### src/sv/barometric_pressure_compensation_defines.svh
// =============================================================================
// barometric pressure compensation assertion macros
// shared property forms for the compensation datapath checks
// =============================================================================
`ifndef BAROMETRIC_PRESSURE_COMPENSATION_DEFINES_SVH
`define BAROMETRIC_PRESSURE_COMPENSATION_DEFINES_SVH

// same-cycle implication
`define BPC_ASSERT_NOW(lbl, clk, rst, ante, cons) \
  lbl: assert property (@(posedge clk) disable iff (rst) (ante) |-> (cons)) \
    else $error("bpc check failed");

// next-cycle implication
`define BPC_ASSERT_NEXT(lbl, clk, rst, ante, cons) \
  lbl: assert property (@(posedge clk) disable iff (rst) (ante) |=> (cons)) \
    else $error("bpc check failed");

`endif

### src/sv/bpc_pkg.sv
// =============================================================================
// bpc_pkg
// shared types, constants and helpers for barometric pressure compensation
// =============================================================================
package bpc_pkg;

  localparam int DIV_W   = 32;
  localparam int PADDR_W = 5;

  localparam logic [31:0] T_OFFSET   = 32'd4000;
  localparam logic [31:0] P_C1       = 32'd3038;
  localparam logic [31:0] P_C2       = 32'hFFFF_E343;  // -7357
  localparam logic [31:0] P_C3       = 32'd3791;
  localparam logic [15:0] B7_SCALE   = 16'd50000;
  localparam logic [31:0] B4_BIAS    = 32'd32768;
  localparam logic [31:0] MSB_32     = 32'h8000_0000;

  typedef enum logic [2:0] {
    REG_AC1_AC2  = 3'd0,
    REG_AC3_AC4  = 3'd1,
    REG_AC5_AC6  = 3'd2,
    REG_B1_B2    = 3'd3,
    REG_MC_MD    = 3'd4,
    REG_OSS      = 3'd5
  } reg_idx_t;

  typedef struct packed {
    logic [15:0] ac1;
    logic [15:0] ac2;
    logic [15:0] ac3;
    logic [15:0] ac4;
    logic [15:0] ac5;
    logic [15:0] ac6;
    logic [15:0] b1;
    logic [15:0] b2;
    logic [15:0] mc;
    logic [15:0] md;
    logic [1:0]  oss;
  } cal_t;

  function automatic logic [31:0] sx16(input logic [15:0] v);
    return {{16{v[15]}}, v};
  endfunction

  // signed divide by 2^k, truncating toward zero
  function automatic logic [31:0] sdiv_p2(input logic [31:0] v, input logic [4:0] k);
    logic [31:0] bias;
    bias = v[31] ? ((32'd1 << k) - 32'd1) : 32'd0;
    return 32'($signed(v + bias) >>> k);
  endfunction

endpackage

### src/sv/bpc_cfg.sv
// =============================================================================
// bpc_cfg
// apb register file holding calibration words and oversampling setting
// =============================================================================
module bpc_cfg (
  input  logic                         clk,
  input  logic                         rst,
  input  logic                         psel,
  input  logic                         penable,
  input  logic                         pwrite,
  input  logic [bpc_pkg::PADDR_W-1:0]  paddr,
  input  logic [31:0]                  pwdata,
  output logic [31:0]                  prdata,
  output logic                         pready,
  output bpc_pkg::cal_t                cal
);

  logic [31:0] ac1_ac2, ac3_ac4, ac5_ac6, b1_b2, mc_md;
  logic [1:0]  oss;
  bpc_pkg::reg_idx_t idx;
  logic wr;

  assign idx    = bpc_pkg::reg_idx_t'(paddr[bpc_pkg::PADDR_W-1:2]);
  assign wr     = psel && penable && pwrite;
  assign pready = 1'b1;

  always_ff @(posedge clk) begin
    if (rst) begin
      ac1_ac2 <= '0;
      ac3_ac4 <= '0;
      ac5_ac6 <= '0;
      b1_b2   <= '0;
      mc_md   <= '0;
      oss     <= '0;
    end else if (wr) begin
      unique case (idx)
        bpc_pkg::REG_AC1_AC2: ac1_ac2 <= pwdata;
        bpc_pkg::REG_AC3_AC4: ac3_ac4 <= pwdata;
        bpc_pkg::REG_AC5_AC6: ac5_ac6 <= pwdata;
        bpc_pkg::REG_B1_B2:   b1_b2   <= pwdata;
        bpc_pkg::REG_MC_MD:   mc_md   <= pwdata;
        bpc_pkg::REG_OSS:     oss     <= pwdata[1:0];
        default: ;
      endcase
    end
  end

  always_comb begin
    unique case (idx)
      bpc_pkg::REG_AC1_AC2: prdata = ac1_ac2;
      bpc_pkg::REG_AC3_AC4: prdata = ac3_ac4;
      bpc_pkg::REG_AC5_AC6: prdata = ac5_ac6;
      bpc_pkg::REG_B1_B2:   prdata = b1_b2;
      bpc_pkg::REG_MC_MD:   prdata = mc_md;
      bpc_pkg::REG_OSS:     prdata = {30'd0, oss};
      default:              prdata = '0;
    endcase
  end

  assign cal = '{ac1: ac1_ac2[31:16], ac2: ac1_ac2[15:0],
                 ac3: ac3_ac4[31:16], ac4: ac3_ac4[15:0],
                 ac5: ac5_ac6[31:16], ac6: ac5_ac6[15:0],
                 b1: b1_b2[31:16], b2: b1_b2[15:0],
                 mc: mc_md[31:16], md: mc_md[15:0], oss: oss};

endmodule

### config.mk
export PLATFORM = sky130hd
export DESIGN_NAME = bpc_cfg
export DESIGN_NICKNAME = d
export VERILOG_FILES = /design/src/sv/barometric_pressure_compensation_defines.svh /design/src/sv/bpc_pkg.sv /design/src/sv/bpc_cfg.sv
export SDC_FILE = /design/constraint.sdc
export NUM_CORES = 1
export LEC_CHECK = 0
export BUFFER_PORTS_ARGS = -buffer_cell sky130_fd_sc_hd__clkbuf_2
export CAP_MARGIN = 0
export CORE_MARGIN = 8
export CORE_UTILIZATION = 52
export CTS_BUF_LIST = sky130_fd_sc_hd__clkbuf_16
export CTS_CLUSTER_SIZE = 20
export DETAILED_ROUTE_END_ITERATION = 12
export PLACE_DENSITY = 0.79
export SYNTH_ARGS = -nofsm -noshare
export SYNTH_HDL_FRONTEND = slang
export SYNTH_SLANG_ARGS = --single-unit
### constraint.sdc
create_clock -name clk -period 2.3 [get_ports clk]
set_clock_uncertainty 0.15 [all_clocks]
set_input_delay 0.46 -clock clk [delete_from_list [all_inputs] [get_ports clk]]
set_output_delay 0.46 -clock clk [all_outputs]
set_load 0.05 [all_outputs]
==> impl_metrics.toml <==
[detailed_routing]
ant_nets = 0
drt_pass1_iterations = 5
routed-via-count = 6406
drc_errors = 0
drt-met1-wl_um = 10000
avgRoutedWirePerCell_um = 20.0
vias_per_cell = 5.45
top_layer = "met4"
first_iter_violations = 303
routed_wirelength_um = 23500
route.met2.wl_um = 11300
wl_met3_um = 1760

[clock_network]
htreeDepth = 4
clkSinkCount = 162
ctsRootBufferMaster = "clkbuf_16"
postCtsHoldBufs = 0
cts_buffers = 17
cts_setup_buffers = 0
clock_latency_ns = 0.42
cts_buffer_depth = 2
clk_pin_slew_ns = 0.06
cts_tree = "built"

[placement]
dp_hpwl_um = 17100
io_buffers = 233
dp_slack_ns = -0.123
finalWeightedCongestion = 0.772

[finish]
area_growth_syn_to_layout_pct = 35.7
n_antenna_cell = 0
layout_commonest_cell = "clkbuf_2"
layout_common_cells = "204 x clkbuf_2, 195 x mux2i_1, 195 x nand2b_1, 162 x dfxtp_1, 39 x buf_4"
nets = 1021
drive_above_1_share = 0.372

[sta]
max_freq_mhz = 442
hold_violations = 0
finalCritPeriodShare = 0.984
setup_ws_ns = 0.0364
fin_crit_ns = 2.26
setup_viol = 0
rsz0062_at_grt = "false"
whs_ns = 0.240
slew_viol_final = 0

[worst_setup_path]
r2r-start = "ac3_ac4[3]"
crit_path_frequent_cell = "buf_4"
regToRegEndpoint = "ac3_ac4[3]"
cp-start-kind = "primary input"
critical_path_peak_fanout = 8
crit_chain = "clkbuf_4, buf_4, nor2b_2, buf_4, a22oi_1, o22ai_2, buf_12"
ff2ff_path_depth = 2
slowest_delay_ns = 0.23
critical_path_class = "in2out"
cp_top_family = "buffers and inverters"
required_ns = 1.69
arrival_ns = 1.65
cp-end-kind = "output pin"
rrSetupSlack_ns = 1.45
path_buf_inv = 4
crit_path_top_delay_cell = "o22ai_2"

[logic_synthesis]
yosysUniqueCellTypes = 27
synth_top_area_share = 0.420
yosys.area.top_type = "dfxtp_1"
synth_seq_cells = 162
synth_area_leaders = "dfxtp_1 42%, mux2i_1 25%, nand2b_1 16%"
yosysWarnings = 0
syn-num-nets = 784
syn_area_per_cell_um2 = 10.4
yosysSeqAreaShare = 0.420
netlist_area_um2 = 7720
synth_cells = 742

[worst_hold_path]
hold_depth = 3
hold_start = "pwdata[25]"
hp-class = "in2reg"
min_to = "ac1_ac2[25]"

[die]
std_cell_rows = 44
initial_utilization = 0.531
dieArea_um2 = 19000
pin_count = 237
die_y_um = 138
die_w_um = 138
core_um2 = 14500

[grt]
grt_start_max_net_pins = 63
track_usage = 0.240
grt_pass1_vias = 6367
grt_pass1_wl_um = 35300
antenna_found_initial = 0
overflow = 0

[power]
p_per_area_nw_per_um2 = 611
p_leak_uw = 0.00511
vdd_drop_max_v = 0.000512

[run_status]
status = "finished, final reports clean"

[run]
cap_violations = 0
[state kept, by name (all words and copies together) (netlist names)]
| signal | cells |
|---|---|
| ac5_ac6 | 32 |
| ac1_ac2 | 32 |
| mc_md | 32 |
| ac3_ac4 | 32 |
| b1_b2 | 32 |
| oss | 2 |
[synth_stat cells]
cell and instances:
buf_1 2, nand3_2 1, and2_4 1, mux2_2 16, nand2_1 4, conb_1 1
nor2_2 1, buf_2 12, nand2_2 3, or2_2 1, o2bb2ai_1 13, and4_1 1
o221ai_1 5, o21ai_0 13, buf_4 7, nor2b_1 5, a22oi_1 31, dfxtp_1 162
o21a_1 13, and4b_1 1, and2_1 1, nand3_1 3, mux2i_1 195, o22ai_1 14
clkbuf_1 32, nand2b_1 195, buf_6 9
[power breakdown]
group          switching (uW)  internal [uW]  total [uW]
Sequential               18.1           2830        2840
Combinational             399            253         652
Clock                    1110           1790        2900
Total                    1530           4870        6390
[kinds of logic (layout without fill, tap and decap cells)]
group / count (synthesis) / after routing / share of synthesized area
AO/OA/AOI/OAI: 89 / 89 / 0.0830
multiplexers: 211 / 211 / 0.276
flip-flops: 162 / 162 / 0.420
AND/OR/NAND/NOR: 217 / 217 / 0.176
buffers and inverters: 62 / 311 / 0.0443
other: 1 / 1 / 0.000486
[cell type report]
type / count / area, um^2
clock buffers: 17 / 425
clock inverters: 14 / 173
fillers: 1082 / 4060
multi-input cells: 518 / 4370
flip-flops and latches: 162 / 3240
well taps: 184 / 230
repair buffers: 280 / 2030
[through the flow]
step | utilization | instances | TNS [ns] | area (um^2) | power [uW]
final | 0.721 | 1175 | 0 | 10500 | 6390
after global routing | 0.721 | 1175 | 0 | 10500 | 6580
after detailed placement | 0.675 | 1144 | -1.07 | 9810 | 3550
after global placement | 0.675 | 1144 | -0.716 | 9810 | 3540
after floorplan | - | 742 | -1.44 | 7890 | 3310
after CTS | 0.718 | 1175 | 0 | 10400 | 6420
[worst reg2reg max path, cell delays in order, from the launching register on]
cell and delay [ns]:
dfxtp_1 0.41, nand2b_1 0.09, mux2i_1 0.13
[worst max path at each step]
| stage | startpoint | end | slack (ns) | cells after the start |
|---|---|---|---|---|
| 6_report | paddr[2] | prdata[30] | 0.04 | 7 |
| 5_1_grt | paddr[2] | prdata[30] | 0.001 | 7 |
| 4_1_cts | paddr[2] | prdata[19] | 0.004 | 6 |
| 3_5_place_dp | paddr[2] | prdata[15] | -0.12 | 6 |
| 3_3_place_gp | paddr[2] | prdata[13] | -0.11 | 7 |
| 2_1_floorplan | paddr[2] | prdata[0] | -0.26 | 4 |
[metal layers]
metal | up-vias | track usage
met1 | 3106 | 0.291
li1 | 3060 | -
met4 | 0 | 0.0931
met5 | - | 0
met2 | 208 | 0.397
met3 | 32 | 0.0656
[timing repair]
action	in CTS	in global routing
endpoints found under the setup margin	17	12
gates resized for setup	8	10
endpoints found under the hold margin	0	0
No activity file was read; power rests on OpenSTA's default activity.
