`config.mk`:
```
export PLATFORM = sky130hd
export DESIGN_NAME = bpc_div
export DESIGN_NICKNAME = d
export VERILOG_FILES = /design/src/sv/barometric_pressure_compensation_defines.svh /design/src/sv/bpc_pkg.sv /design/src/sv/bpc_div.sv
export SDC_FILE = /design/constraint.sdc
export NUM_CORES = 2
export LEC_CHECK = 0
export BUFFER_PORTS_ARGS = -buffer_cell sky130_fd_sc_hd__clkbuf_2
export CORE_UTILIZATION = 49
export DETAILED_ROUTE_END_ITERATION = 8
export GPL_ROUTABILITY_DRIVEN = 0
export PLACE_DENSITY = 0.72
export SYNTH_ARGS = -nofsm -noshare
export SYNTH_HDL_FRONTEND = slang
export SYNTH_SLANG_ARGS = --single-unit
```
`constraint.sdc`:
```
create_clock -name clk -period 5.95 [get_ports clk]
set_input_delay 0.2975 -clock clk [delete_from_list [all_inputs] [get_ports clk]]
set_output_delay 0.2975 -clock clk [all_outputs]
set_load 0.01 [all_outputs]
```
`src/sv/barometric_pressure_compensation_defines.svh`:
```
// =============================================================================
// barometric pressure compensation assertion macros
// shared property forms for the compensation datapath checks
// =============================================================================
`ifndef BAROMETRIC_PRESSURE_COMPENSATION_DEFINES_SVH
`define BAROMETRIC_PRESSURE_COMPENSATION_DEFINES_SVH

// same-cycle implication
`define BPC_ASSERT_NOW(lbl, clk, rst, ante, cons) \
  lbl: assert property (@(posedge clk) disable iff (rst) (ante) |-> (cons)) \
    else $error("bpc check failed");

// next-cycle implication
`define BPC_ASSERT_NEXT(lbl, clk, rst, ante, cons) \
  lbl: assert property (@(posedge clk) disable iff (rst) (ante) |=> (cons)) \
    else $error("bpc check failed");

`endif

```
`src/sv/bpc_pkg.sv`:
```
// =============================================================================
// bpc_pkg
// shared types, constants and helpers for barometric pressure compensation
// =============================================================================
package bpc_pkg;

  localparam int DIV_W   = 32;
  localparam int PADDR_W = 5;

  localparam logic [31:0] T_OFFSET   = 32'd4000;
  localparam logic [31:0] P_C1       = 32'd3038;
  localparam logic [31:0] P_C2       = 32'hFFFF_E343;  // -7357
  localparam logic [31:0] P_C3       = 32'd3791;
  localparam logic [15:0] B7_SCALE   = 16'd50000;
  localparam logic [31:0] B4_BIAS    = 32'd32768;
  localparam logic [31:0] MSB_32     = 32'h8000_0000;

  typedef enum logic [2:0] {
    REG_AC1_AC2  = 3'd0,
    REG_AC3_AC4  = 3'd1,
    REG_AC5_AC6  = 3'd2,
    REG_B1_B2    = 3'd3,
    REG_MC_MD    = 3'd4,
    REG_OSS      = 3'd5
  } reg_idx_t;

  typedef struct packed {
    logic [15:0] ac1;
    logic [15:0] ac2;
    logic [15:0] ac3;
    logic [15:0] ac4;
    logic [15:0] ac5;
    logic [15:0] ac6;
    logic [15:0] b1;
    logic [15:0] b2;
    logic [15:0] mc;
    logic [15:0] md;
    logic [1:0]  oss;
  } cal_t;

  function automatic logic [31:0] sx16(input logic [15:0] v);
    return {{16{v[15]}}, v};
  endfunction

  // signed divide by 2^k, truncating toward zero
  function automatic logic [31:0] sdiv_p2(input logic [31:0] v, input logic [4:0] k);
    logic [31:0] bias;
    bias = v[31] ? ((32'd1 << k) - 32'd1) : 32'd0;
    return 32'($signed(v + bias) >>> k);
  endfunction

endpackage

```
`src/sv/bpc_div.sv`:
```
// =============================================================================
// bpc_div
// pipelined unsigned 32 by 32 restoring divider, one quotient bit per stage
// =============================================================================
module bpc_div (
  input  logic        clk,
  input  logic        en,
  input  logic [31:0] num,
  input  logic [31:0] den,
  output logic [31:0] quo
);

  localparam int N = bpc_pkg::DIV_W;

  logic [31:0] rem_q [N];
  logic [31:0] num_q [N];
  logic [31:0] den_q [N];
  logic [31:0] quo_q [N];
  logic [31:0] rem_next [N];
  logic [31:0] num_next [N];
  logic [31:0] quo_next [N];

  always_comb begin
    for (int s = 0; s < N; s++) begin
      logic [31:0] r_in, n_in, d_in, q_in;
      logic [32:0] trial;
      r_in = (s == 0) ? 32'd0 : rem_q[(s == 0) ? 0 : s - 1];
      n_in = (s == 0) ? num   : num_q[(s == 0) ? 0 : s - 1];
      d_in = (s == 0) ? den   : den_q[(s == 0) ? 0 : s - 1];
      q_in = (s == 0) ? 32'd0 : quo_q[(s == 0) ? 0 : s - 1];
      trial = {r_in, n_in[31]};
      if (trial >= {1'b0, d_in}) begin
        rem_next[s] = 32'(trial - {1'b0, d_in});
        quo_next[s] = {q_in[30:0], 1'b1};
      end else begin
        rem_next[s] = trial[31:0];
        quo_next[s] = {q_in[30:0], 1'b0};
      end
      num_next[s] = {n_in[30:0], 1'b0};
    end
  end

  always_ff @(posedge clk) begin
    if (en) begin
      for (int s = 0; s < N; s++) begin
        rem_q[s] <= rem_next[s];
        num_q[s] <= num_next[s];
        quo_q[s] <= quo_next[s];
        den_q[s] <= (s == 0) ? den : den_q[(s == 0) ? 0 : s - 1];
      end
    end
  end

  assign quo = quo_q[N-1];

endmodule
```
==> results.yml <==
route:
  drtIter0Drc: 7816
  vias: 94680
  wl_per_cell_um: 18.74
  finalWirelength_mm: 318.2
  drc_errors: 0
  viasPerCell: 5.575
  ant_nets: 0
  drt-pass1-iter-count: 6
setup_path:
  crit_path_frequent_cell: "a21oi_1"
  path_buf_inv: 0
  reg2reg_depth: 11
  cp_max_fo: 59
  crit_path_start_kind: "flop"
  crit_type: "reg -> reg"
  crit_family: "simple AND/OR/NAND/NOR gates"
  cp.depth: 11
  slowest_stage: "or4_2"
  worstSetupEndpointType: "flop"
  cp_cell_sequence: "ha_1 -> a21oi_1 -> nor2_1 -> or4b_1 -> o21ai_2 -> o211ai_1 -> a311o_1 -> o21ai_1 -> a21oi_1 -> or4_2 -> mux2_4"
  r2r_start: "rem_q[1][229]$_DFFE_PP_"
  cp.arrival_ns: 5.32
  r2r-end: "rem_q[1][266]$_DFFE_PP_"
  cp.required_ns: 6.59
  max_stage_delay_ns: 1.07
  rrSetupSlack_ns: 1.27
cts:
  cts_buffer_depth: 4
  cts_max_level: 5
  cts_resized: 0
  cts_setup_buffers: 0
  clkTransAtPathRegs_ns: 0.05
  cts_tree: "done"
  clock-sinks: 3008
  clockRootBuffer: "clkbuf_16"
  clk_latency_ns: 0.92
  ctsHoldBuffers: 68
  cts_buffers: 329
yosys:
  syn-mean-instance-area_um2: 12.42
  netlist_area_mm2: 0.1531
  ys.flop_type: "edfxtp_1"
  synth-edff-count: 3008
  synthCells: 12330
  synth_area_leaders: "edfxtp_1, ha_1, mux2_2"
  seq_area_frac_synth: 0.5900
  ys_types: 105
  yosysTopAreaCell: "edfxtp_1"
  synth_top_area_frac: 0.5900
  async_flop_share: 0
  yosysWarnings: 0
  syn_nets: 13420
  synth_seq_cells: 3008
die:
  start_util: 0.4941
  die_h_um: 561.0
  placementRows: 204
  io_pins: 98
  core_area_mm2: 0.3099
  die_w_um: 561.0
  dieArea_mm2: 0.3147
flow_run:
  maxCapViolations: 0
power:
  combPwrFrac: 0.417
  power_frac_clock: 0.221
  intPower_w: 0.05998
  power_leakage_nw: 67.81
  p_per_area_mw_per_mm2: 546.6
  ir_drop_v: 0.0002591
  seqPwrFrac: 0.362
  swShare: 0.3545
  power_switching_w: 0.03294
final_layout:
  drive_gt1_frac: 0.09993
  mostFrequentLayoutCells: "edfxtp_1, inv_1, ha_1"
  layout_commonest_cell: "edfxtp_1"
  fin_util: 0.5486
  nets: 13690
  area_growth_pct: 11.04
  fill_cells: 25480
  final_cell_count_no_fill: 16980
placed_design:
  dp_cells: 16320
  io_buffers: 97
  dpl.hpwl_mm: 230.3
  dpl_worst_slack_ns: 1.345
global_route:
  antenna_found_initial: 8
  grt_overflow: 0
  grt_use_total: 0.1974
  grt_pass1_vias: 90930
  grt_pass1_wl_mm: 495.1
  grt_max_degree: 162
sta:
  fin_worst_skew_ns: 0.07973
  worst_slack_ns: 1.270
  finalSetupTns_ns: 0
  hold_violations: 0
  relSlewSlack: 0.2495
  setup_viol: 0
  slew_viol_final: 0
  rsz0062_at_grt: "no"
  worst_slew_pin_slew_ns: 1.126
  period_needed_ns: 4.680
  fmax_mhz: 213.7
  post-route-period-util: 0.7865
hold_path:
  hold_class: "in -> reg"
  hold_depth: 2
  hold_end: "num_q[0][28]$_DFFE_PP_"
  hp-start: "num[28]"
outcome:
  status: "completed"
-- cells by family (layout without fill, tap and decap cells) --
group	after synthesis	after routing	synth area share
AOI/OAI and AO/OA	3077	3077	0.1261
xor gates and xnor gates	810	810	0.04634
adders and majority gates	1024	1024	0.08516
buffers and inverters	1526	2060	0.03862
DFF	3008	3008	0.5900
muxes	553	553	0.04110
other	0	3	0
and+or+nand+nor	2327	2327	0.07270
-- worst max path at each step --
stage	start	end	slack (ns)
after detailed placement	rem_q[1][233]$_DFFE_PP_	rem_q[1][266]$_DFFE_PP_	1.34
after global routing	den_q[3][65]$_DFFE_PP_	rem_q[0][495]$_DFFE_PP_	0.95
after global placement	rem_q[1][229]$_DFFE_PP_	rem_q[1][262]$_DFFE_PP_	1.35
after floorplan	den_q[3][1]$_DFFE_PP_	rem_q[0][440]$_DFFE_PP_	2.29
after CTS	rem_q[1][229]$_DFFE_PP_	rem_q[1][266]$_DFFE_PP_	1.30
final	rem_q[1][229]$_DFFE_PP_	rem_q[1][266]$_DFFE_PP_	1.27
-- cell usage after synthesis (182+ instances only) --
library cell and n:
edfxtp_1 3008, inv_1 1228, ha_1 994, a21oi_1 971, nand2_1 755, o21ai_0 715, nor2_1 547, a21o_1 500
mux2_2 487, xnor2_1 468, xor2_1 342, clkbuf_1 228, nand3_1 182
-- worst register-to-register path, cell delays in order (launching register included) --
cell and delay, ns:
edfxtp_1 0.39, ha_1 0.38, a21oi_1 0.26, nor2_1 0.08
or4b_1 0.53, o21ai_2 0.24, o211ai_1 0.23, a311o_1 0.45
o21ai_1 0.19, a21oi_1 0.08, or4_2 1.07, mux2_4 0.53
-- registers in the layout, indices dropped and copies added (netlist names) --
name and cells:
num_q 496, rem_q 992, quo_q 528, den_q 992
-- cell type report --
type	count	area, um2	share of cell area
diodes	3	7.507	0.00004416
repair buffers	241	2002	0.01178
inverters	1229	4613	0.02714
clock buffers	386	8596	0.05056
well taps	4120	5155	0.03032
flip-flops and latches	3008	90330	0.5314
multi-input cells	7791	57000	0.3353
clock inverters	204	2292	0.01348
-- stage by stage --
stage | cell area [um2] | hold WS, ns | total power, W
2_1_floorplan | 153100 | 0.3964 | 0.06256
3_3_place_gp | 158400 | 0.4001 | 0.07136
3_5_place_dp | 158400 | 0.4045 | 0.07187
4_1_cts | 170000 | 0.0005811 | 0.09304
5_1_grt | 170000 | 0.05001 | 0.09862
6_report | 170000 | 0.1044 | 0.09292
-- layer usage --
| metal | GRT usage | vias up | share of wire |
|---|---|---|---|
| li1 | - | 46200 | - |
| met1 | 0.2537 | 45270 | 0.42 |
| met2 | 0.3398 | 2518 | 0.48 |
| met3 | 0.02443 | 690 | 0.052 |
| met4 | 0.07779 | 2 | 0.040 |
| met5 | 0 | - | 0.000041 |
-- power by group through the flow --
stage / sequential, W / clock [W] / combinational (W)
floorplan: 0.0322 / 0 / 0.0304
global placement: 0.0340 / 0 / 0.0373
detailed placement: 0.0340 / 0 / 0.0379
CTS: 0.0336 / 0.0211 / 0.0383
global route: 0.0340 / 0.0219 / 0.0427
finish: 0.0336 / 0.0206 / 0.0387
Note: power is estimated with default switching activity, not from simulation.
